$ cat config.mk
export PLATFORM = sky130hd
export DESIGN_NAME = ecam_cordic
export DESIGN_NICKNAME = d
export VERILOG_FILES = /design/src/sv/ecam_pkg.sv /design/src/sv/ecam_cordic.sv
export SDC_FILE = /design/constraint.sdc
export NUM_CORES = 1
export LEC_CHECK = 0
export BUFFER_PORTS_ARGS = -buffer_cell sky130_fd_sc_hd__clkbuf_2
export CAP_MARGIN = 20
export CORE_UTILIZATION = 60
export DETAILED_ROUTE_END_ITERATION = 10
export GPL_ROUTABILITY_DRIVEN = 0
export PLACE_DENSITY_LB_ADDON = 0.15
export SLEW_MARGIN = 30
export SYNTH_ARGS = -nofsm -noshare
export SYNTH_HDL_FRONTEND = slang
export SYNTH_SLANG_ARGS = --single-unit
$ cat constraint.sdc
create_clock -name clk -period 9.8 [get_ports clk]
set_input_delay 1.47 -clock clk [delete_from_list [all_inputs] [get_ports clk]]
set_output_delay 1.47 -clock clk [all_outputs]
set_load 0.05 [all_outputs]
$ cat src/sv/ecam_pkg.sv
`timescale 1ns / 1ps
// Types, constants and helper functions shared by the fly camera modules
package ecam_pkg;

	localparam int TRIG_ITERATIONS = 16;
	localparam int ITER_W = $clog2(TRIG_ITERATIONS);

	localparam int DEG90 = 5898240;
	localparam int DEG180 = 11796480;
	localparam int DEG360 = 23592960;
	localparam longint ANG_BIAS = 64'd92 * 64'd23592960;
	localparam int PITCH_LIM = 5832704;
	localparam int ZOOM_MIN = 256;
	localparam int ZOOM_MAX = 19200;
	localparam int ZOOM_RESET = 11520;
	localparam int ONE_Q14 = 16384;
	localparam int CORDIC_GAIN = 652032874;
	localparam int ONE_Q30 = 1073741824;
	localparam int YAW_RESET = -5898240;
	localparam int SPEED_RESET = 640;
	localparam int SENS_RESET = 6554;

	localparam logic [2:0] REG_MOVE_SPEED = 3'd0;
	localparam logic [2:0] REG_MOUSE_SENS = 3'd1;
	localparam logic [2:0] REG_WORLD_UP_X = 3'd2;
	localparam logic [2:0] REG_WORLD_UP_Y = 3'd3;
	localparam logic [2:0] REG_WORLD_UP_Z = 3'd4;
	localparam logic [2:0] REG_INIT_ZOOM = 3'd5;

	typedef enum logic [1:0] {CMD_MOVE, CMD_LOOK, CMD_SCROLL, CMD_PLACE} cmd_t;
	typedef enum logic [1:0] {DIR_FWD, DIR_BACK, DIR_LEFT, DIR_RIGHT} dir_t;
	typedef enum logic [1:0] {VEC_FRONT, VEC_RIGHT, VEC_UP} vsel_t;

	typedef enum logic [4:0] {
		S_IDLE, S_MV_VEL, S_MV_LD, S_MV_MUL, S_MV_ACC,
		S_LK_YM, S_LK_YA, S_LK_PM, S_LK_PA, S_SCROLL,
		S_CY_GO, S_CY_WAIT, S_CP_GO, S_CP_WAIT,
		S_F0, S_F2, S_F2ST, S_SQ, S_NM_GO, S_NM_WAIT, S_CX, S_OUT
	} cam_state_t;

	typedef enum logic [2:0] {C_IDLE, C_RED, C_FOLD, C_ROT, C_FIN} cor_state_t;
	typedef enum logic [2:0] {N_IDLE, N_SQRT, N_DSET, N_DIV, N_STORE} nrm_state_t;

	function automatic logic signed [31:0] sat32(input logic signed [33:0] v);
		logic signed [31:0] r;
		if (v > 34'sd2147483647)
			r = 32'sh7FFFFFFF;
		else if (v < -34'sd2147483648)
			r = 32'sh80000000;
		else
			r = v[31:0];
		return r;
	endfunction

	function automatic logic signed [31:0] atan_deg(input logic [4:0] i);
		logic signed [31:0] r;
		unique case (i)
			5'd0: r = 32'sd2949120;
			5'd1: r = 32'sd1740967;
			5'd2: r = 32'sd919879;
			5'd3: r = 32'sd466945;
			5'd4: r = 32'sd234379;
			5'd5: r = 32'sd117304;
			5'd6: r = 32'sd58666;
			5'd7: r = 32'sd29335;
			5'd8: r = 32'sd14668;
			5'd9: r = 32'sd7334;
			5'd10: r = 32'sd3667;
			5'd11: r = 32'sd1833;
			5'd12: r = 32'sd917;
			5'd13: r = 32'sd458;
			5'd14: r = 32'sd229;
			5'd15: r = 32'sd115;
			5'd16: r = 32'sd57;
			5'd17: r = 32'sd29;
			5'd18: r = 32'sd14;
			5'd19: r = 32'sd7;
			5'd20: r = 32'sd4;
			5'd21: r = 32'sd2;
			5'd22: r = 32'sd1;
			default: r = 32'sd0;
		endcase
		return r;
	endfunction

endpackage

$ cat src/sv/ecam_cordic.sv
`timescale 1ns / 1ps
// Iterative sine and cosine of a Q16.16 degree angle, results in Q1.30
module ecam_cordic (
	input logic clk,
	input logic arst_n,
	input logic start,
	input logic signed [31:0] angle,
	output logic done,
	output logic signed [31:0] sin_val,
	output logic signed [31:0] cos_val
);

	ecam_pkg::cor_state_t state_q, state_d;
	logic [33:0] u_q;
	logic [2:0] k_q;
	logic [ecam_pkg::ITER_W-1:0] i_q;
	logic signed [33:0] x_q, y_q;
	logic signed [31:0] z_q;
	logic flip_q;
	logic [33:0] red_sub;
	logic signed [26:0] fold_r0, fold_r1, fold_r;
	logic fold_flip;
	logic signed [33:0] dx, dy, xf, yf, xc, yc;
	logic signed [31:0] atan_v;

	always_comb begin
		state_d = state_q;
		unique case (state_q)
			ecam_pkg::C_IDLE: if (start) state_d = ecam_pkg::C_RED;
			ecam_pkg::C_RED: if (k_q == 3'd0) state_d = ecam_pkg::C_FOLD;
			ecam_pkg::C_FOLD: state_d = ecam_pkg::C_ROT;
			ecam_pkg::C_ROT: begin
				if (i_q == ecam_pkg::ITER_W'(ecam_pkg::TRIG_ITERATIONS - 1))
					state_d = ecam_pkg::C_FIN;
			end
			ecam_pkg::C_FIN: state_d = ecam_pkg::C_IDLE;
			default: state_d = ecam_pkg::C_IDLE;
		endcase
	end

	always_comb begin
		red_sub = 34'(ecam_pkg::DEG360) << k_q;
		fold_r0 = $signed({1'b0, u_q[25:0]});
		fold_r1 = (fold_r0 > 27'(ecam_pkg::DEG180)) ? fold_r0 - 27'(ecam_pkg::DEG360)
			: fold_r0;
		fold_flip = 1'b0;
		fold_r = fold_r1;
		if (fold_r1 > 27'(ecam_pkg::DEG90)) begin
			fold_r = fold_r1 - 27'(ecam_pkg::DEG180);
			fold_flip = 1'b1;
		end else if (fold_r1 < -27'(ecam_pkg::DEG90)) begin
			fold_r = fold_r1 + 27'(ecam_pkg::DEG180);
			fold_flip = 1'b1;
		end
		dx = y_q >>> i_q;
		dy = x_q >>> i_q;
		atan_v = ecam_pkg::atan_deg(5'(i_q));
		xf = flip_q ? -x_q : x_q;
		yf = flip_q ? -y_q : y_q;
		if (xf > 34'(ecam_pkg::ONE_Q30))
			xc = 34'(ecam_pkg::ONE_Q30);
		else if (xf < -34'(ecam_pkg::ONE_Q30))
			xc = -34'(ecam_pkg::ONE_Q30);
		else
			xc = xf;
		if (yf > 34'(ecam_pkg::ONE_Q30))
			yc = 34'(ecam_pkg::ONE_Q30);
		else if (yf < -34'(ecam_pkg::ONE_Q30))
			yc = -34'(ecam_pkg::ONE_Q30);
		else
			yc = yf;
	end

	always_ff @(posedge clk or negedge arst_n) begin
		if (!arst_n) begin
			state_q <= ecam_pkg::C_IDLE;
			done <= 1'b0;
		end else begin
			state_q <= state_d;
			done <= (state_q == ecam_pkg::C_FIN);
		end
	end

	always_ff @(posedge clk) begin
		unique case (state_q)
			ecam_pkg::C_IDLE: begin
				u_q <= 34'($signed(angle)) + 34'(ecam_pkg::ANG_BIAS);
				k_q <= 3'd7;
			end
			ecam_pkg::C_RED: begin
				if (u_q >= red_sub) u_q <= u_q - red_sub;
				k_q <= k_q - 3'd1;
			end
			ecam_pkg::C_FOLD: begin
				z_q <= 32'(fold_r);
				x_q <= 34'(ecam_pkg::CORDIC_GAIN);
				y_q <= '0;
				flip_q <= fold_flip;
				i_q <= '0;
			end
			ecam_pkg::C_ROT: begin
				if (!z_q[31]) begin
					x_q <= x_q - dx;
					y_q <= y_q + dy;
					z_q <= z_q - atan_v;
				end else begin
					x_q <= x_q + dx;
					y_q <= y_q - dy;
					z_q <= z_q + atan_v;
				end
				i_q <= i_q + 1'b1;
			end
			ecam_pkg::C_FIN: begin
				cos_val <= xc[31:0];
				sin_val <= yc[31:0];
			end
			default: ;
		endcase
	end

endmodule

==> results of run 1 <==
-- flip-flops by register name, indices dropped and copies added, names as in the netlist, 4 cells and up --
signal,flops
atan_v,22
i_q,4
cos_val,32
sin_val,32
z_q,32
u_q,34
x_q,34
y_q,34
-- placed cells by master (no fill, tap or decap), drive strengths merged, types with 12 or more instances in the layout --
cell type / instances
a211oi: 22
a21o: 47
a21oi: 188
a31oi: 30
and2: 25
and3: 29
buf: 22
clkbuf: 130
clkinv: 13
dfxtp: 22
edfxtp: 206
ha: 136
inv: 67
mux2: 34
mux2i: 61
mux4: 66
nand2: 279
nand2b: 40
nand3: 55
nand4: 23
nor2: 246
nor2b: 34
nor3: 55
nor4: 23
o211ai: 12
o21a: 26
o21ai: 176
o21bai: 14
o22ai: 18
o31ai: 26
or2: 18
or3: 28
or4: 20
xnor2: 114
xor2: 140
-- per-layer routing --
metal / GRT usage [%] / wire length (um) / up-vias / share of wire [%]
met4: 18.26 / 4068 / 0 / 6.5
met3: 5.378 / 4756 / 254 / 7.6
met1: 37.11 / 23840 / 9630 / 38
li1: - / - / 9677 / -
met5: 0 / 0 / - / 0
met2: 54.50 / 29540 / 918 / 47
-- area by class of cell --
class	count	area share, %
multi-input cells	2154	62.62
clock buffers	31	2.815
clock inverters	19	0.7854
flip-flops and latches	232	27.42
well taps	511	2.606
repair buffers	121	2.708
inverters	68	1.051
-- metrics by stage --
step                worst slack, ns  utilization [%]  std cells
finish                        3.312            65.14       3136
global route                  2.835            65.14       3136
CTS                           3.447            65.13       3136
detailed placement            3.443            62.78       3086
global placement              3.634            62.74       3086
floorplan                     3.845                -       2622
-- worst paths after layout --
kind | startpoint | end | slack [ns] | depth (start not counted)
worst min-delay path | u_q[9]$_DFFE_PP_ | u_q[9]$_DFFE_PP_ | 0.58 | 2
min in group asynchronous | arst_n | state_q[0]$_DFFE_PN0P_ | 0.69 | 1
worst max-delay path | i_q[2]$_DFFE_PN_ | x_q[31]$_SDFFCE_PN0N_ | 3.31 | 19
worst max register to register | i_q[2]$_DFFE_PN_ | x_q[31]$_SDFFCE_PN0N_ | 3.31 | 19
max in group asynchronous | arst_n | done$_DFF_PN0_ | 8.98 | 1
worst min register to register | u_q[9]$_DFFE_PP_ | u_q[9]$_DFFE_PP_ | 0.58 | 2
-- critical path, delay by kind of cell, from the launching register on --
family                   cells  cell delay (ns)
AO/OA/AOI/OAI               10             2.85
buffers and inverters        2             1.44
AND/OR/NAND/NOR              4             0.92
XOR/XNOR                     2             0.33
flip-flops                   1             0.32
adder cells (fa/ha/maj)      1             0.32
-- logic make-up (layout without fill, tap and decap cells) --
family / after synthesis / in the layout / synth area share, %
XOR/XNOR: 254 / 254 / 9.687
flip-flops: 232 / 232 / 29.29
AND/OR/NAND/NOR: 910 / 910 / 19.28
AO/OA/AOI/OAI: 690 / 690 / 19.18
buffers and inverters: 236 / 239 / 4.092
multiplexers: 161 / 161 / 10.80
adder cells (fa/ha/maj): 139 / 139 / 7.671
==> impl_results.md, run 1 <==
- Slew Limit Fails: 0
- CP max FO: between 70 and 80
- Hold Path Class: reg2reg
- First-pass GRT wire length: approximately 99000 um
- Critical path's slowest cell: a2111oi_0
- Synthesized flop and latch total: 232
- Largest net degree at the start of global routing: between 100 and 150
- Minimum clock period: roughly 6.5 ns
- Vias per cell: about 6.5
- Max Clock Freq: ~150 MHz
- Most numerous cell in the Yosys netlist: nand2_1
- Fraction of layout instances using a drive strength above 1: between 10% and 20%
- Starting Density: 60.97%
- Synthesis Warnings: 0
- Area of the multi-input gates: 15360 sq um
- Gate Count Post-Synth: 2622
- Tcrit/Tclk final: 66.20%
- Clock root cell: clkbuf_16
- Grt ovf: 0
- # rows: 71
- Die Wd: slightly below 200 um
- PortBufs: 99
- RSZ-0062 raised after global routing: false
- Prevailing post-synth register cell: edfxtp_1
- Die footprint: about 39000 sq um
- Endpoints failing setup: 0
- Syn_area_per_cell: 8.758 sq um
- Hold-fix buffers, CTS: 0
- Status: complete, no violations
- Drt total wl: about 62000 um
- CTS tree: yes
- Vias in the first global route: slightly below 20000
- ANT cells: 0
- Skew-Pair Late Insertion Delay: a little under 0.6 ns
- CTS resizes: 0
- Sink Count: approximately 230
- WP data arrival: 6.81 ns
- Hold_ws: a little under 0.6 ns
- Commonest cells post-synth: 278 x nand2_1, 246 x nor2_1, 206 x edfxtp_1
- Setup TNS: 0 ns
- Final Cell Area: 24530 sq um
- Core area: 37670 sq um
- Dpl cell area: approximately 24000 sq um
- IO Pins: 100
- Synthesized area: about 23000 sq um
- H-tree depth: 1
- Vias: between 20000 and 25000
- Cells along the critical path: buf_4 > clkinv_1 > a2111oi_0 > o41ai_1 > a221oi_1 > nor2b_1 > nor2b_1 > and2_1 > a21oi_1 > xor2_1 > a21oi_1 > ha_1 > a21o_1 > a221oi_1 > a21bo_2 > a21oi_1 > o21ai_0 > xnor2_1 > nor2_1
- Worst path most repeated cell: a21oi_1
- Setup repair bufs after CTS: 0
- DR iter-0 viols: 2010
- Final layout net count: around 2800
- Asr flop ratio synth: 1.724%
- Height of the die: roughly 200 um
- Detailed Place HPWL: 45670 um
- Clock slew at reported path FFs: ~0.06 ns
- Clock tree buffer depth: 3
- Largest cells by area after synthesis: edfxtp_1 27%, ha_1 7.4%, mux4_2 6.5%
- DRC Markers: 0
- CP Launch Type: register
- Sequential-to-total area share from yosys stat: around 29%
- Post-Route Skew: roughly 0.028 ns
- Worst Path Required: about 10 ns
- CTS buffer count: 27
- Critical path class: reg2reg
- Hold Violations, Final: 0
- DRT Pass-1 Iters: 7
- Post-synth top area share: about 27%
- Rel. slew slack: 34.94%
- Fillers: between 3000 and 4000
- Syn Nets: 2796
- Synth area leader: edfxtp_1
- Measured slew at the worst slew-check pin: 0.9759 ns
- Post-route ant nets: 0
- EDFF count, synth: a little over 200
- Wirelength per Cell: a little under 20 um
- Max-cap violations: 0
- Post-synth cell types: between 90 and 100
- Sequential cell area: approximately 6700 sq um
- CP max stage delay: ~0.80 ns
- Gr usage total: between 30% and 40%
- Worst Setup End Kind: register
- Initial antenna violation count: 1
- Area growth from synthesis to layout: 6.838%
Power of run 1 is left out: the tool's default activity adds up to more than one toggle a clock period on the data nets, which glitch-free logic cannot reach.
==> run 2, diff against run 1 <==
--- a/config.mk
+++ b/config.mk
@@ -7,7 +7,7 @@
 export LEC_CHECK = 0
 export BUFFER_PORTS_ARGS = -buffer_cell sky130_fd_sc_hd__clkbuf_2
 export CAP_MARGIN = 20
-export CORE_UTILIZATION = 60
+export CORE_UTILIZATION = 58
 export DETAILED_ROUTE_END_ITERATION = 10
 export GPL_ROUTABILITY_DRIVEN = 0
 export PLACE_DENSITY_LB_ADDON = 0.15
==> constraint.sdc (replaced) <==
create_clock -name clk -period 5.3 [get_ports clk]
set_input_delay 0.795 -clock clk [delete_from_list [all_inputs] [get_ports clk]]
set_output_delay 0.795 -clock clk [all_outputs]
set_load 0.05 [all_outputs]
==> run 2 against run 1 <==
  * Clock skew fell by 0.0058 ns
  * Clock-buffer cell count rose by 4
  * Critical path depth rose by 2
  * Cell area rose by 8.3%
  * Die area rose by 3.4%
  * Non-clock buffer count rose by 199
  * Worst hold slack got worse by 0.57 ns
  * Fmax rose by 23%
  * Via count rose by 5.3%
  * Global-route usage rose by 0.21 points
  * Register-to-register slack got worse by 3.3 ns
  * Sequential share of layout area fell by 2.1 points
==> impl_results.md, run 2 (synthesized netlist as in run 1, its figures left out) <==
- IO Pins: 100
- Max Clock Freq: ~190 MHz
- CTS tree: yes
- DRC Markers: 0
- Hold Violations, Final: 0
- Starting Density: 59.15%
- Grt ovf: 0
- Measured slew at the worst slew-check pin: around 0.9 ns
- DRT Pass-1 Iters: 7
- Endpoints failing setup: 0
- PortBufs: 99
- M1 GR Usage: ~38%
- RSZ-0062 raised after global routing: true
- Regs by FF count: u_q x34, x_q x34, y_q x34
- Rel. slew slack: a little under two fifths
- Worst Path Required: ~5.6 ns
- Drt total wl: 66830 um
- Place WS: -0.08887 ns
- Post-Route Skew: approximately 0.023 ns
- Fillers: 3029
- Commonest non-fill, non-tap cell in the layout: nand2_1
- Worst Setup End Kind: register
- Hold Path Class: in2async
- Height of the die: roughly 200 um
- Sink Count: around 230
- Slew Limit Fails: 0
- First-pass GRT wire length: roughly 100000 um
- Met3 global-route usage: between 4 and 5%
- # rows: 72
- CP Launch Type: register
- WP data arrival: 5.60 ns
- ANT cells: 0
- FF-to-FF Start: i_q[0]$_DFFE_PN_
- Status: complete, no violations
- Clock slew at reported path FFs: 0.06 ns
- Vias in the first global route: between 20000 and 25000
- Post-route ant nets: 0
- CTS buffer count: 28
- Area growth from synthesis to layout: 15.70%
- Gr usage total: a little under a third
- Detailed Place HPWL: approximately 50000 um
- Core area: around 39000 sq um
- CP max FO: 12
- Clock root cell: clkbuf_16
- DR iter-0 viols: 1793
- Skew-Pair Late Insertion Delay: 0.59 ns
- Die footprint: between 40000 and 50000 sq um
- Largest net degree at the start of global routing: 66
- H-tree depth: 1
- Vias: 21560
- Clock tree buffer depth: 3
- Setup ws final: 0.02883 ns
- Fraction of layout instances using a drive strength above 1: roughly a fifth
- GRT busiest layer: met2
- Commonest non-fill, non-tap cells in the layout: 276 x nand2_1, 245 x nor2_1, 207 x buf_4
- Die Wd: approximately 200 um
- Critical path class: reg2reg
- Max-cap violations: 0
- Critical path startpoint: i_q[0]$_DFFE_PN_
- Wirelength per Cell: roughly 20 um
- Met2 Resource Use GR: 56.09%
- Final layout net count: a little under 3000
- Worst r2r path cells: 21
- Tcrit/Tclk final: between 90 and 100%
- Initial antenna violation count: 1
- Minimum clock period: 5.271 ns
- Vias per cell: about 6.4
[run 2: changes by cell type in the layout (fill, tap and decap cells not counted), moves of 6 or more]
cell | before | now
mux2i_2 | 0 | 7
a21oi_2 | 0 | 12
buf_12 | 0 | 6
buf_4 | 21 | 207
mux2i_1 | 61 | 52
a21oi_1 | 187 | 176
o21ai_0 | 174 | 164
o21ai_1 | 2 | 8
[run 2: repair_timing]
action	4_1_cts	5_1_grt
hold buffers	0	0
setup buffers	1	20
setup endpoints to repair	9	26
pin swaps	0	18
cloned	1	2
gates resized for setup	9	74
[run 2: worst max-delay path, stage by stage, from the launching register on]
cell       delay (ns)
edfxtp_1         0.34
buf_6            0.14
buf_12           0.17
mux4_2           0.55
mux2_2           0.30
or3_1            0.34
a21o_1           0.23
a211o_1          0.27
nor2_1           0.15
a21oi_1          0.11
xnor2_1          0.21
ha_1             0.27
a21o_1           0.16
a21o_1           0.19
a211o_1          0.30
a221oi_2         0.19
o211ai_1         0.16
a41o_1           0.28
a2111oi_4        0.32
o31ai_1          0.14
xnor2_1          0.15
nor2_1           0.05
[run 2: cell type report]
cell class,count,area [sq um],area share (%)
Timing Repair Buffer,320,2291,8.622
Tap cell,518,648.1,2.439
Inverter,68,257.7,0.9700
Sequential cell,232,6726,25.32
Multi-Input combinational cell,2154,15680,59.02
Clock inverter,17,229.0,0.8617
Clock buffer,35,737.0,2.774
[run 2: routing by layer]
| layer | part of all wire, % | vias to the layer above |
|---|---|---|
| li1 | - | 10080 |
| met1 | 38 | 10190 |
| met2 | 49 | 1013 |
| met3 | 7.5 | 277 |
| met4 | 5.6 | 0 |
| met5 | 0 | - |
[run 2: stage by stage]
stage / area (sq um) / cells / utilization, % / hold slack [ns] / setup TNS (ns)
floorplan: 23030 / 2622 / - / 0.4994 / -0.03207
global placement: 25060 / 3269 / 64.54 / 0.5507 / -0.1495
finish: 26570 / 3344 / 68.43 / 0.01129 / 0
detailed placement: 25060 / 3269 / 64.54 / 0.5588 / -0.2900
global route: 26570 / 3344 / 68.43 / 0.01198 / -1.285
CTS: 26110 / 3323 / 67.23 / 0.001364 / 0
[run 2: final timing paths]
path,end,slack (ns)
setup / recovery,x_q[32]$_SDFFCE_PN0N_,0.03
hold / removal,done$_DFF_PN0_,0.01
setup reg to reg,x_q[32]$_SDFFCE_PN0N_,0.03
hold reg to reg,u_q[6]$_DFFE_PP_,0.57
max in group asynchronous,state_q[2]$_DFFE_PN0P_,5.15
min in group clk,u_q[16]$_DFFE_PP_,0.47
Power of run 2 is left out for the same reason.
