==> src/sv/ecam_pkg.sv <==
`timescale 1ns / 1ps
// Types, constants and helper functions shared by the fly camera modules
package ecam_pkg;

	localparam int TRIG_ITERATIONS = 16;
	localparam int ITER_W = $clog2(TRIG_ITERATIONS);

	localparam int DEG90 = 5898240;
	localparam int DEG180 = 11796480;
	localparam int DEG360 = 23592960;
	localparam longint ANG_BIAS = 64'd92 * 64'd23592960;
	localparam int PITCH_LIM = 5832704;
	localparam int ZOOM_MIN = 256;
	localparam int ZOOM_MAX = 19200;
	localparam int ZOOM_RESET = 11520;
	localparam int ONE_Q14 = 16384;
	localparam int CORDIC_GAIN = 652032874;
	localparam int ONE_Q30 = 1073741824;
	localparam int YAW_RESET = -5898240;
	localparam int SPEED_RESET = 640;
	localparam int SENS_RESET = 6554;

	localparam logic [2:0] REG_MOVE_SPEED = 3'd0;
	localparam logic [2:0] REG_MOUSE_SENS = 3'd1;
	localparam logic [2:0] REG_WORLD_UP_X = 3'd2;
	localparam logic [2:0] REG_WORLD_UP_Y = 3'd3;
	localparam logic [2:0] REG_WORLD_UP_Z = 3'd4;
	localparam logic [2:0] REG_INIT_ZOOM = 3'd5;

	typedef enum logic [1:0] {CMD_MOVE, CMD_LOOK, CMD_SCROLL, CMD_PLACE} cmd_t;
	typedef enum logic [1:0] {DIR_FWD, DIR_BACK, DIR_LEFT, DIR_RIGHT} dir_t;
	typedef enum logic [1:0] {VEC_FRONT, VEC_RIGHT, VEC_UP} vsel_t;

	typedef enum logic [4:0] {
		S_IDLE, S_MV_VEL, S_MV_LD, S_MV_MUL, S_MV_ACC,
		S_LK_YM, S_LK_YA, S_LK_PM, S_LK_PA, S_SCROLL,
		S_CY_GO, S_CY_WAIT, S_CP_GO, S_CP_WAIT,
		S_F0, S_F2, S_F2ST, S_SQ, S_NM_GO, S_NM_WAIT, S_CX, S_OUT
	} cam_state_t;

	typedef enum logic [2:0] {C_IDLE, C_RED, C_FOLD, C_ROT, C_FIN} cor_state_t;
	typedef enum logic [2:0] {N_IDLE, N_SQRT, N_DSET, N_DIV, N_STORE} nrm_state_t;

	function automatic logic signed [31:0] sat32(input logic signed [33:0] v);
		logic signed [31:0] r;
		if (v > 34'sd2147483647)
			r = 32'sh7FFFFFFF;
		else if (v < -34'sd2147483648)
			r = 32'sh80000000;
		else
			r = v[31:0];
		return r;
	endfunction

	function automatic logic signed [31:0] atan_deg(input logic [4:0] i);
		logic signed [31:0] r;
		unique case (i)
			5'd0: r = 32'sd2949120;
			5'd1: r = 32'sd1740967;
			5'd2: r = 32'sd919879;
			5'd3: r = 32'sd466945;
			5'd4: r = 32'sd234379;
			5'd5: r = 32'sd117304;
			5'd6: r = 32'sd58666;
			5'd7: r = 32'sd29335;
			5'd8: r = 32'sd14668;
			5'd9: r = 32'sd7334;
			5'd10: r = 32'sd3667;
			5'd11: r = 32'sd1833;
			5'd12: r = 32'sd917;
			5'd13: r = 32'sd458;
			5'd14: r = 32'sd229;
			5'd15: r = 32'sd115;
			5'd16: r = 32'sd57;
			5'd17: r = 32'sd29;
			5'd18: r = 32'sd14;
			5'd19: r = 32'sd7;
			5'd20: r = 32'sd4;
			5'd21: r = 32'sd2;
			5'd22: r = 32'sd1;
			default: r = 32'sd0;
		endcase
		return r;
	endfunction

endpackage

==> src/sv/ecam_norm.sv <==
`timescale 1ns / 1ps
// Vector normalizer: bit-serial square root, then a restoring divide per component
module ecam_norm (
	input logic clk,
	input logic arst_n,
	input logic start,
	input logic [63:0] sum_sq,
	input logic signed [31:0] vec [3],
	output logic done,
	output logic signed [15:0] unit_vec [3]
);

	ecam_pkg::nrm_state_t state_q, state_d;
	logic [63:0] s_q, r_q, bit_v, rb;
	logic [4:0] it_q;
	logic [1:0] k_q;
	logic [3:0] b_q;
	logic [45:0] rem_q, dsh_q;
	logic [14:0] q_q, qc;
	logic signed [31:0] v_q [3];
	logic [31:0] len, mag;
	logic signed [15:0] comp;

	always_comb begin
		state_d = state_q;
		unique case (state_q)
			ecam_pkg::N_IDLE: if (start) state_d = ecam_pkg::N_SQRT;
			ecam_pkg::N_SQRT: if (it_q == 5'd31) state_d = ecam_pkg::N_DSET;
			ecam_pkg::N_DSET: state_d = ecam_pkg::N_DIV;
			ecam_pkg::N_DIV: if (b_q == 4'd14) state_d = ecam_pkg::N_STORE;
			ecam_pkg::N_STORE: begin
				state_d = (k_q == 2'd2) ? ecam_pkg::N_IDLE : ecam_pkg::N_DSET;
			end
			default: state_d = ecam_pkg::N_IDLE;
		endcase
	end

	always_comb begin
		bit_v = 64'd1 << (6'd62 - {it_q, 1'b0});
		rb = r_q + bit_v;
		len = r_q[31:0];
		mag = v_q[k_q][31] ? 32'(-v_q[k_q]) : 32'(v_q[k_q]);
		qc = (q_q > 15'(ecam_pkg::ONE_Q14)) ? 15'(ecam_pkg::ONE_Q14) : q_q;
		if (len == 32'd0)
			comp = '0;
		else if (v_q[k_q][31])
			comp = -$signed({1'b0, qc});
		else
			comp = $signed({1'b0, qc});
	end

	always_ff @(posedge clk or negedge arst_n) begin
		if (!arst_n) begin
			state_q <= ecam_pkg::N_IDLE;
			done <= 1'b0;
		end else begin
			state_q <= state_d;
			done <= (state_q == ecam_pkg::N_STORE) && (k_q == 2'd2);
		end
	end

	always_ff @(posedge clk) begin
		unique case (state_q)
			ecam_pkg::N_IDLE: begin
				s_q <= sum_sq;
				r_q <= '0;
				it_q <= '0;
				k_q <= '0;
				v_q <= vec;
			end
			ecam_pkg::N_SQRT: begin
				if (s_q >= rb) begin
					s_q <= s_q - rb;
					r_q <= (r_q >> 1) + bit_v;
				end else begin
					r_q <= r_q >> 1;
				end
				it_q <= it_q + 5'd1;
			end
			ecam_pkg::N_DSET: begin
				rem_q <= {mag, 14'b0} + 46'(len >> 1);
				dsh_q <= {len, 14'b0};
				q_q <= '0;
				b_q <= '0;
			end
			ecam_pkg::N_DIV: begin
				if (rem_q >= dsh_q) begin
					rem_q <= rem_q - dsh_q;
					q_q <= {q_q[13:0], 1'b1};
				end else begin
					q_q <= {q_q[13:0], 1'b0};
				end
				dsh_q <= dsh_q >> 1;
				b_q <= b_q + 4'd1;
			end
			ecam_pkg::N_STORE: begin
				unit_vec[k_q] <= comp;
				k_q <= k_q + 2'd1;
			end
			default: ;
		endcase
	end

endmodule

==> config.mk <==
export PLATFORM = sky130hd
export DESIGN_NAME = ecam_norm
export DESIGN_NICKNAME = d
export VERILOG_FILES = /design/src/sv/ecam_pkg.sv /design/src/sv/ecam_norm.sv
export SDC_FILE = /design/constraint.sdc
export NUM_CORES = 1
export LEC_CHECK = 0
export ABC_CLOCK_PERIOD_IN_PS = 29300
export BUFFER_PORTS_ARGS = -buffer_cell sky130_fd_sc_hd__buf_2
export CORE_MARGIN = 2
export CORE_UTILIZATION = 55
export CTS_BUF_LIST = sky130_fd_sc_hd__clkbuf_8
export DETAILED_ROUTE_END_ITERATION = 12
export PLACE_DENSITY = 0.71
export SKIP_LAST_GASP = 1
export SYNTH_ARGS = -nofsm -noshare
export SYNTH_HDL_FRONTEND = slang
export SYNTH_SLANG_ARGS = --single-unit
==> constraint.sdc <==
create_clock -name clk -period 29.3 [get_ports clk]
set_clock_uncertainty 0.1 [all_clocks]
set_input_delay 1.465 -clock clk [delete_from_list [all_inputs] [get_ports clk]]
set_output_delay 1.465 -clock clk [all_outputs]
set_load 0.03 [all_outputs]
==> results summary, run 1 <==
Derived from the worst setup path, the maximum achievable clock frequency is 0.124 GHz. The final count of pins violating max slew was 0. The register-to-register path setup slack is 21.22 ns. The worst relative slew slack came out at 20.6%. The net count after synthesis is 3502. The setup total negative slack came out at 0 ns. The count of clock tree sinks is 394. The post-CTS setup repair buffer count came out at 0. Once detailed placement completed, the half-perimeter wirelength came to 61800 microns.

The boundary pin count came out at 212. The switching power of the nets is 2.05 mW. The total of endpoints with negative setup slack in the final report is 0.

The clock slew seen by the registers of the worst setup and hold paths came out at 0.06 ns. The relative area change from synthesis to final layout is 9.26%. For met3 alone, demand over resource in global routing was 3.80%. The number of buffer and inverter instances along the worst setup path came out at 3. The cell-internal power came out at 2.16 mW.

For this design, the slowest cell found on the critical path is sky130_fd_sc_hd__buf_4. After detailed routing, the average wire length per cell comes to 20.5 microns. STA classifies the critical path endpoint as a register. TritonCTS built the clock tree. The synthesized instance count is 3135. The number of hold violations in the final report came out at 0.

The detail route stage leaves a number of antenna-violating nets equal to 0. The sum of overflow across all layers after global routing came out at 0. The floorplan step defined a die boundary enclosing 55300 sq um. Dividing total power by cell area gives a power density of 131 nW/um^2. The run finished with clean final reports. In the synthesized netlist the dominant register cell turns out to be sky130_fd_sc_hd__edfxtp_1. Entering global routing, the biggest net connects 91 pins.

The hold-critical path depth is 2. The capture endpoint of the worst hold path is dsh_q[29]. At the pin with the least slew margin, the transition time is 1.19 ns.

In this run the critical register-to-register path is launched from it_q[0]. The first-pass GRT wire length came out at 130000 microns. The floorplan has 84 rows.

With fillers left out, the area of the finished cells amounts to 32100 sq um. On the worst path, the slowest cell contributes a delay of 0.70 ns. The top-area cell type share of the netlist area is 39.9%. The quantity of hold-fixing buffers added after cts is 0. The number of enable flip-flop cells after synthesis came out at 390. The top cell types in the final layout, fill and taps aside, are sky130_fd_sc_hd__edfxtp_1, sky130_fd_sc_hd__nand2_1, sky130_fd_sc_hd__nor2_1. The endpoint identified for the worst register-to-register timing path is s_q[46]. The worst-case IR drop observed on VDD is 0.105 mV. The sequential element share of the synthesized area is 40.2%. The number of global-route vias before repair is 24000. The maximum root-to-sink buffer count came out at 3. The arrival time at the worst endpoint is 8.24 ns. The area taken by multi-input logic gates is 16500 sq um.

Combinational cells account for 60.3% of the total power. The completed layout was analyzed and its total power is 4.21 mW. In this run, synthesis produced a sequential element count of 394. The ratio of routed vias to standard cells came out at 6.26. The final net count came out at 3649. Measured along the y axis, the die boundary spans 235 microns. The number of gates resized after CTS was 0.

The leading area contributor after synthesis is sky130_fd_sc_hd__edfxtp_1. The global-route track usage on met2 came out at 45.6%. The total vias in the final route came out at 25200. The placeable core area came out at 52700 sq um. The mean post-synth cell area is 9.37 sq um. The met1 track demand over resource in global routing came out at 41.9%. The post-detailed-placement cell area is 30800 sq um.

STA classifies the critical path startpoint as a register. The violation count after the first detailed-route iteration came out at 2621. The sequential cell area is 11800 sq um.

Setup repair after global routing left no endpoint under its margin. The wire length reported by the detailed router came out at 82400 microns. At the worst endpoint, the required time is 29.46 ns.

Broken down by cell family, the worst path's largest delay share belongs to compound AO/OA/AOI/OAI gates. The weighted congestion reported at the end of routability-driven placement is 0.986. The count of unresolved DRC violations after routing came out at 0. The worst path uses 27.6% of the clock period. The fill cell total of the finished layout came out at 4551.

The starting density of the core is 55.8%. The largest fanout on the critical path is 64. The clock network is responsible for 11.8% of the overall power. The number of CTS-inserted buffers is 72. The switching power share of the total came out at 48.6%.

The number of antenna violations at the first check in global routing is 3. The synthesized cell area came out at 29400 sq um. The startpoint-to-endpoint class of the critical path is register to register.

The number of cells on the worst reg-to-reg path came out at 26. The type of the tightest min-delay check is register to register. The number of buffer cells added on primary ports is 211. After global routing, the most crowded layer is met2.

Of the cells placed in the final design, the portion with a size suffix greater than 1 is 12.3%. The most numerous cell on the critical path is sky130_fd_sc_hd__ha_1. The share of power burned in registers is 27.9%.

The clock latency on the worst-skew pair is 0.66 ns. The number of unique standard cell types used by synthesis is 102. After synthesis, the cell types taking the most area are sky130_fd_sc_hd__edfxtp_1, sky130_fd_sc_hd__ha_1, sky130_fd_sc_hd__xnor2_1. The hold path startpoint is dsh_q[30]. The number of iterations in the first detailed-routing pass is 6.

The async set-or-reset flop fraction in the synthesized netlist is 1.02%. The tool flagged a number of max-cap violations equal to 0. The worst path needs 8.08 ns of the cycle, external delays included. The clock root buffer master is sky130_fd_sc_hd__clkbuf_8. The deepest level of the CTS H-tree came out at 3. The width of the die came out at 235 microns. The most common cell after layout, fill and taps aside is sky130_fd_sc_hd__edfxtp_1. The yosys synthesis warning count is 0. The global-route usage over all layers came out at 29.0%. The cell leakage power is 12.4 nW.
## cells in the mapped netlist, types with 13 or more instances
cell type and n:
sky130_fd_sc_hd__edfxtp_1 390, sky130_fd_sc_hd__nand2_1 330, sky130_fd_sc_hd__nor2_1 290, sky130_fd_sc_hd__o21ai_0 254
sky130_fd_sc_hd__a21oi_1 230, sky130_fd_sc_hd__ha_1 201, sky130_fd_sc_hd__xnor2_1 153, sky130_fd_sc_hd__xor2_1 127
sky130_fd_sc_hd__clkbuf_1 118, sky130_fd_sc_hd__inv_1 105, sky130_fd_sc_hd__a21o_1 73, sky130_fd_sc_hd__a31oi_1 73
sky130_fd_sc_hd__nand3_1 61, sky130_fd_sc_hd__nand4_1 58, sky130_fd_sc_hd__a211oi_1 57, sky130_fd_sc_hd__nor3_1 50
sky130_fd_sc_hd__and3_1 43, sky130_fd_sc_hd__o21bai_1 40, sky130_fd_sc_hd__mux2i_1 35, sky130_fd_sc_hd__nand2b_1 30
sky130_fd_sc_hd__nor2b_1 30, sky130_fd_sc_hd__o31ai_1 27, sky130_fd_sc_hd__and2_1 23, sky130_fd_sc_hd__nor4_1 20
sky130_fd_sc_hd__or3_1 19, sky130_fd_sc_hd__buf_2 16, sky130_fd_sc_hd__o211ai_1 16, sky130_fd_sc_hd__a31o_2 15
sky130_fd_sc_hd__a21boi_0 14, sky130_fd_sc_hd__a41oi_1 13, sky130_fd_sc_hd__o2bb2ai_1 13
## cells by family after synthesis
| group | Yosys count | share of synthesized area, % |
|---|---|---|
| buffers and inverters | 261 | 3.80 |
| AO/OA/AOI/OAI | 939 | 20.8 |
| adder cells (fa/ha/maj) | 204 | 8.76 |
| flip-flops | 394 | 40.2 |
| multiplexers | 39 | 1.38 |
| XOR/XNOR | 282 | 8.46 |
| AND/OR/NAND/NOR | 1016 | 16.6 |
## cell type report
class	instances	share of cell area [%]
multi-input cells	2480	51.5
flip-flops and latches	394	36.8
repair buffers	229	3.71
clock buffers	73	3.13
well taps	688	2.68
inverters	105	1.23
clock inverters	56	0.955
diodes	3	0.0234
## worst max-delay path by stage
stage	from	to	slack, ns	cells after the start
CTS	it_q[0]	s_q[33]	21.37	26
detailed placement	it_q[0]	s_q[47]	21.43	26
finish	it_q[0]	s_q[46]	21.22	26
global placement	it_q[0]	s_q[50]	21.72	27
global route	it_q[0]	s_q[33]	20.58	26
floorplan	it_q[0]	s_q[0]	18.47	26
## power by group through the flow
stage	logic, mW	clock network (mW)	registers (mW)
3_3_place_gp	2.43	0	1.17
2_1_floorplan	1.92	0	1.11
6_report	2.54	0.496	1.17
5_1_grt	2.81	0.534	1.19
4_1_cts	2.51	0.508	1.17
3_5_place_dp	2.49	0	1.18
## metrics by stage
step | setup slack, ns | std cells | hold slack (ns) | util [%]
6_report | 21.22 | 4028 | 0.453 | 61.0
3_5_place_dp | 21.43 | 3896 | 0.440 | 58.5
2_1_floorplan | 18.47 | 3135 | 0.422 | -
3_3_place_gp | 21.72 | 3896 | 0.444 | 58.5
4_1_cts | 21.37 | 4025 | 0.457 | 61.0
5_1_grt | 20.58 | 4028 | 0.499 | 61.0
## flip-flops by register name (all words and copies together), names as in the netlist
register / flops
r_q: 64
k_q: 2
q_q: 15
it_q: 5
unit_vec: 48
s_q: 64
state_q: 3
v_q: 96
dsh_q: 46
b_q: 4
rem_q: 46
done: 1
## layer usage
metal | vias up | part of all wire (%)
li1 | 11900 | -
met1 | 12100 | 45
met2 | 1004 | 46
met3 | 142 | 7.4
met4 | 0 | 2.5
met5 | - | 0
## worst reg2reg max path: stages (launching register included)
cell and delay, ns:
sky130_fd_sc_hd__edfxtp_1 0.46, sky130_fd_sc_hd__ha_1 0.27, sky130_fd_sc_hd__ha_1 0.21, sky130_fd_sc_hd__inv_1 0.11, sky130_fd_sc_hd__nor2_1 0.08, sky130_fd_sc_hd__ha_1 0.20, sky130_fd_sc_hd__ha_1 0.22, sky130_fd_sc_hd__nor2_1 0.18
sky130_fd_sc_hd__a2111oi_2 0.09, sky130_fd_sc_hd__o31ai_1 0.45, sky130_fd_sc_hd__a2111oi_2 0.19, sky130_fd_sc_hd__o41ai_2 0.53, sky130_fd_sc_hd__o31ai_2 0.14, sky130_fd_sc_hd__a211oi_1 0.60, sky130_fd_sc_hd__nor2b_1 0.13, sky130_fd_sc_hd__xnor2_1 0.16
sky130_fd_sc_hd__ha_1 0.40, sky130_fd_sc_hd__nand3_1 0.11, sky130_fd_sc_hd__nor4_1 0.61, sky130_fd_sc_hd__nand2_1 0.20, sky130_fd_sc_hd__nor4_1 0.23, sky130_fd_sc_hd__a211oi_1 0.18, sky130_fd_sc_hd__a211oi_1 0.49, sky130_fd_sc_hd__o21bai_2 0.12
sky130_fd_sc_hd__buf_4 0.27, sky130_fd_sc_hd__a21boi_4 0.19, sky130_fd_sc_hd__buf_4 0.70
Note: power is estimated with default switching activity, not from simulation.
==> run 2, diff against run 1 <==
--- a/config.mk
+++ b/config.mk
@@ -5,13 +5,13 @@
 export SDC_FILE = /design/constraint.sdc
 export NUM_CORES = 1
 export LEC_CHECK = 0
-export ABC_CLOCK_PERIOD_IN_PS = 29300
+export ABC_CLOCK_PERIOD_IN_PS = 7200
 export BUFFER_PORTS_ARGS = -buffer_cell sky130_fd_sc_hd__buf_2
 export CORE_MARGIN = 2
 export CORE_UTILIZATION = 55
 export CTS_BUF_LIST = sky130_fd_sc_hd__clkbuf_8
 export DETAILED_ROUTE_END_ITERATION = 12
-export PLACE_DENSITY = 0.71
+export PLACE_DENSITY = 0.74
 export SKIP_LAST_GASP = 1
 export SYNTH_ARGS = -nofsm -noshare
 export SYNTH_HDL_FRONTEND = slang
==> constraint.sdc (replaced) <==
create_clock -name clk -period 7.2 [get_ports clk]
set_clock_uncertainty 0.1 [all_clocks]
set_input_delay 0.36 -clock clk [delete_from_list [all_inputs] [get_ports clk]]
set_output_delay 0.36 -clock clk [all_outputs]
set_load 0.03 [all_outputs]
==> run 2 against run 1 <==
Compared with the run above: register-to-register slack worse by 21 ns; clock-buffer cell count did not move; cell count increased by 5.2%; routed wire length grew 7.6%; via count up 3.8%; largest cell class unchanged; highest routed layer unchanged.
==> results summary, run 2 (synthesis results as in run 1) <==
The run finished with clean final reports. Headroom to the max-slew limit came out at 21.1%. The library cell used most frequently in the layout, excluding fill and tap cells, is sky130_fd_sc_hd__edfxtp_1. Along the worst path, the maximum fanout reaches 21. The starting density of the core came out at 55.8%.

In the global route stage, overall resource usage came out at 30.8%. The violation count after the first detailed-route iteration is 2855. The weighted congestion reported at the end of routability-driven placement came out at 0.988.

STA classifies the critical path endpoint as a register. v_q holds more flip-flops than any other register. The floorplan row count came out at 84. The number of flip-flops under the largest register name came out at 96.

After layout, the worst path uses 95.1% of the clock period. The largest registers in the layout are v_q (96), r_q (64), s_q (64). The count of maximum capacitance violations came out at 0. In this run the critical register-to-register path is launched from it_q[0]. The final count of pins violating max slew is 0.

The boundary pin count is 212. The total vias in the final route came out at 26200. TritonCTS created 72 clock buffers. The relative area change from synthesis to final layout is 17.0%.

After global routing the overflow that remains totals 0. The shortest clock period the worst path allows after layout is 6.85 ns. The deepest level of the CTS H-tree came out at 3.

The width of the die is 235 microns. In this run the most critical hold path is launched from sum_sq[62]. The count of unresolved DRC violations after routing is 0. The register-to-register path setup slack came out at 0.35 ns. The average detailed-routed wire length per instance came out at 20.9 microns. The number of global-route vias before repair is 25400. The arrival time at the worst endpoint is 7.11 ns. The power per standard cell area came out at 525 nW/um^2. Entering global routing, the biggest net connects 130 pins. The slew at the pin with the worst max-slew slack came out at 1.18 ns. The worst setup path is launched from a register.

Along the worst hold path, the cell count comes to 5. Timing would allow up to 0.146 GHz. The tree is rooted in a sky130_fd_sc_hd__clkbuf_8.

Detailed placement finished with a half-perimeter wire length of 62900 microns. The clock latency on the worst-skew pair is 0.69 ns. The count of clock tree sinks is 394. TritonCTS built the clock tree. The largest stage delay on the critical path is 0.47 ns. In the final design database the tool counted 3855 nets. The detail route stage leaves a number of antenna-violating nets equal to 0. The final worst setup slack came out at 0.351 ns. The floorplan step set the die height to 235 microns. In this run the critical register-to-register path is captured at s_q[45]. The number of cells on the worst reg-to-reg path came out at 29. The floorplan step defined a die boundary enclosing 55300 sq um. The worst hold path belongs to the class input port to register. The critical path is of the register to register type.

Clock-pin slew was measured on the worst setup and hold paths at 0.06 ns. Setup violations remaining at the end of the flow were counted as 0. The path with the worst hold slack has its endpoint at s_q[62]. The share of post-route cells with drive strength above 1 is 13.6%. The maximum vdd drop is 0.427 mV. The number of antenna violations at the first check in global routing came to 2.

Setup repair after global routing could not meet its margin everywhere. The wire length reported by the detailed router is 88700 microns. For this design, the slowest cell found on the critical path is sky130_fd_sc_hd__a2111oi_4. The first detailed-routing pass took 8 iterations. The cell leakage power is 13.4 nW. The ratio of routed vias to standard cells came out at 6.18.

The post-place setup slack came out at 0.0177 ns. The final total power is 18.0 mW. In this run the standard cell core region covers 52700 sq um. The number of hold violations in the final report was 0. The most numerous cell on the critical path is sky130_fd_sc_hd__buf_12. The first global-routing pass estimated 137000 microns of wire. During placement, the flow inserted port buffers numbering 211. The top cell types in the final layout, fill and taps aside, are sky130_fd_sc_hd__edfxtp_1, sky130_fd_sc_hd__nand2_1, sky130_fd_sc_hd__nor2_1. The maximum root-to-sink buffer count came out at 3. Data on the critical path is required at its endpoint by 7.47 ns.
-- run 2: changes by cell type in the layout (fill, tap and decap cells not counted), sizes merged, moves of 8 or more --
cell / delta
inv: +11
buf: +43
dlygate4sd3: +162
clkinv: -8
-- run 2: stage by stage --
step / area, sq um / instances / utilization [%] / setup TNS (ns) / hold slack (ns)
floorplan: 29500 / 3135 / - / -194.18 / -0.0356
global placement: 31300 / 3930 / 59.4 / 0 / 0.0769
detailed placement: 31300 / 3930 / 59.4 / 0 / 0.0815
CTS: 34200 / 4222 / 64.9 / 0 / 0.0278
global route: 34400 / 4234 / 65.3 / -0.0221 / 0.0759
finish: 34400 / 4236 / 65.3 / 0 / 0.0382
-- run 2: what timing repair did --
action,4_1_cts,5_1_grt
gates cloned,0,2
gates resized for setup,1,12
endpoints found under the hold margin,164,0
endpoints found under the setup margin,4,134
buffers inserted,0,8
pin swaps,0,9
hold buffers,162,0
-- run 2: how the worst max path moves through the flow --
stage | startpoint | end | slack, ns | cells past startpoint
global placement | it_q[0] | r_q[17] | 0.25 | 27
finish | it_q[0] | s_q[45] | 0.35 | 29
global route | it_q[0] | r_q[7] | -0.01 | 28
floorplan | it_q[0] | s_q[0] | -3.03 | 25
CTS | it_q[0] | r_q[15] | 0.14 | 26
detailed placement | it_q[0] | r_q[23] | 0.02 | 27
-- run 2: power breakdown --
| group | total, mW | leakage, nW | switching, mW | internal [mW] |
|---|---|---|---|---|
| Sequential | 4.71 | 3.77 | 0.684 | 4.03 |
| Clock | 2.04 | 0.767 | 1.04 | 0.996 |
| Combinational | 11.3 | 8.86 | 6.97 | 4.33 |
| Total | 18.0 | 13.4 | 8.69 | 9.35 |
-- run 2: final cells by class --
| cell class | count | area (sq um) |
|---|---|---|
| diodes | 4 | 10.0 |
| clock inverters | 57 | 304 |
| flip-flops and latches | 394 | 11800 |
| inverters | 105 | 394 |
| multi-input cells | 2480 | 16700 |
| fillers | 4161 | 18300 |
| well taps | 688 | 861 |
| repair buffers | 435 | 3280 |
| clock buffers | 73 | 1000 |
-- run 2: critical path, delay by kind of cell (launching register included) --
kind	cells	cell delay, ns
compound gates	10	2.45
simple gates	7	1.30
fa+ha+maj	5	1.21
buf+inv	6	0.86
flops	1	0.43
xor+xnor	1	0.12
-- run 2: layer usage --
layer / routed length [microns] / global-route usage (%) / up-vias
met5: 0 / 0 / -
met4: 2610 / 9.63 / 0
met3: 6180 / 4.53 / 181
met2: 42200 / 51.5 / 1108
met1: 37700 / 41.4 / 12600
li1: - / - / 12400
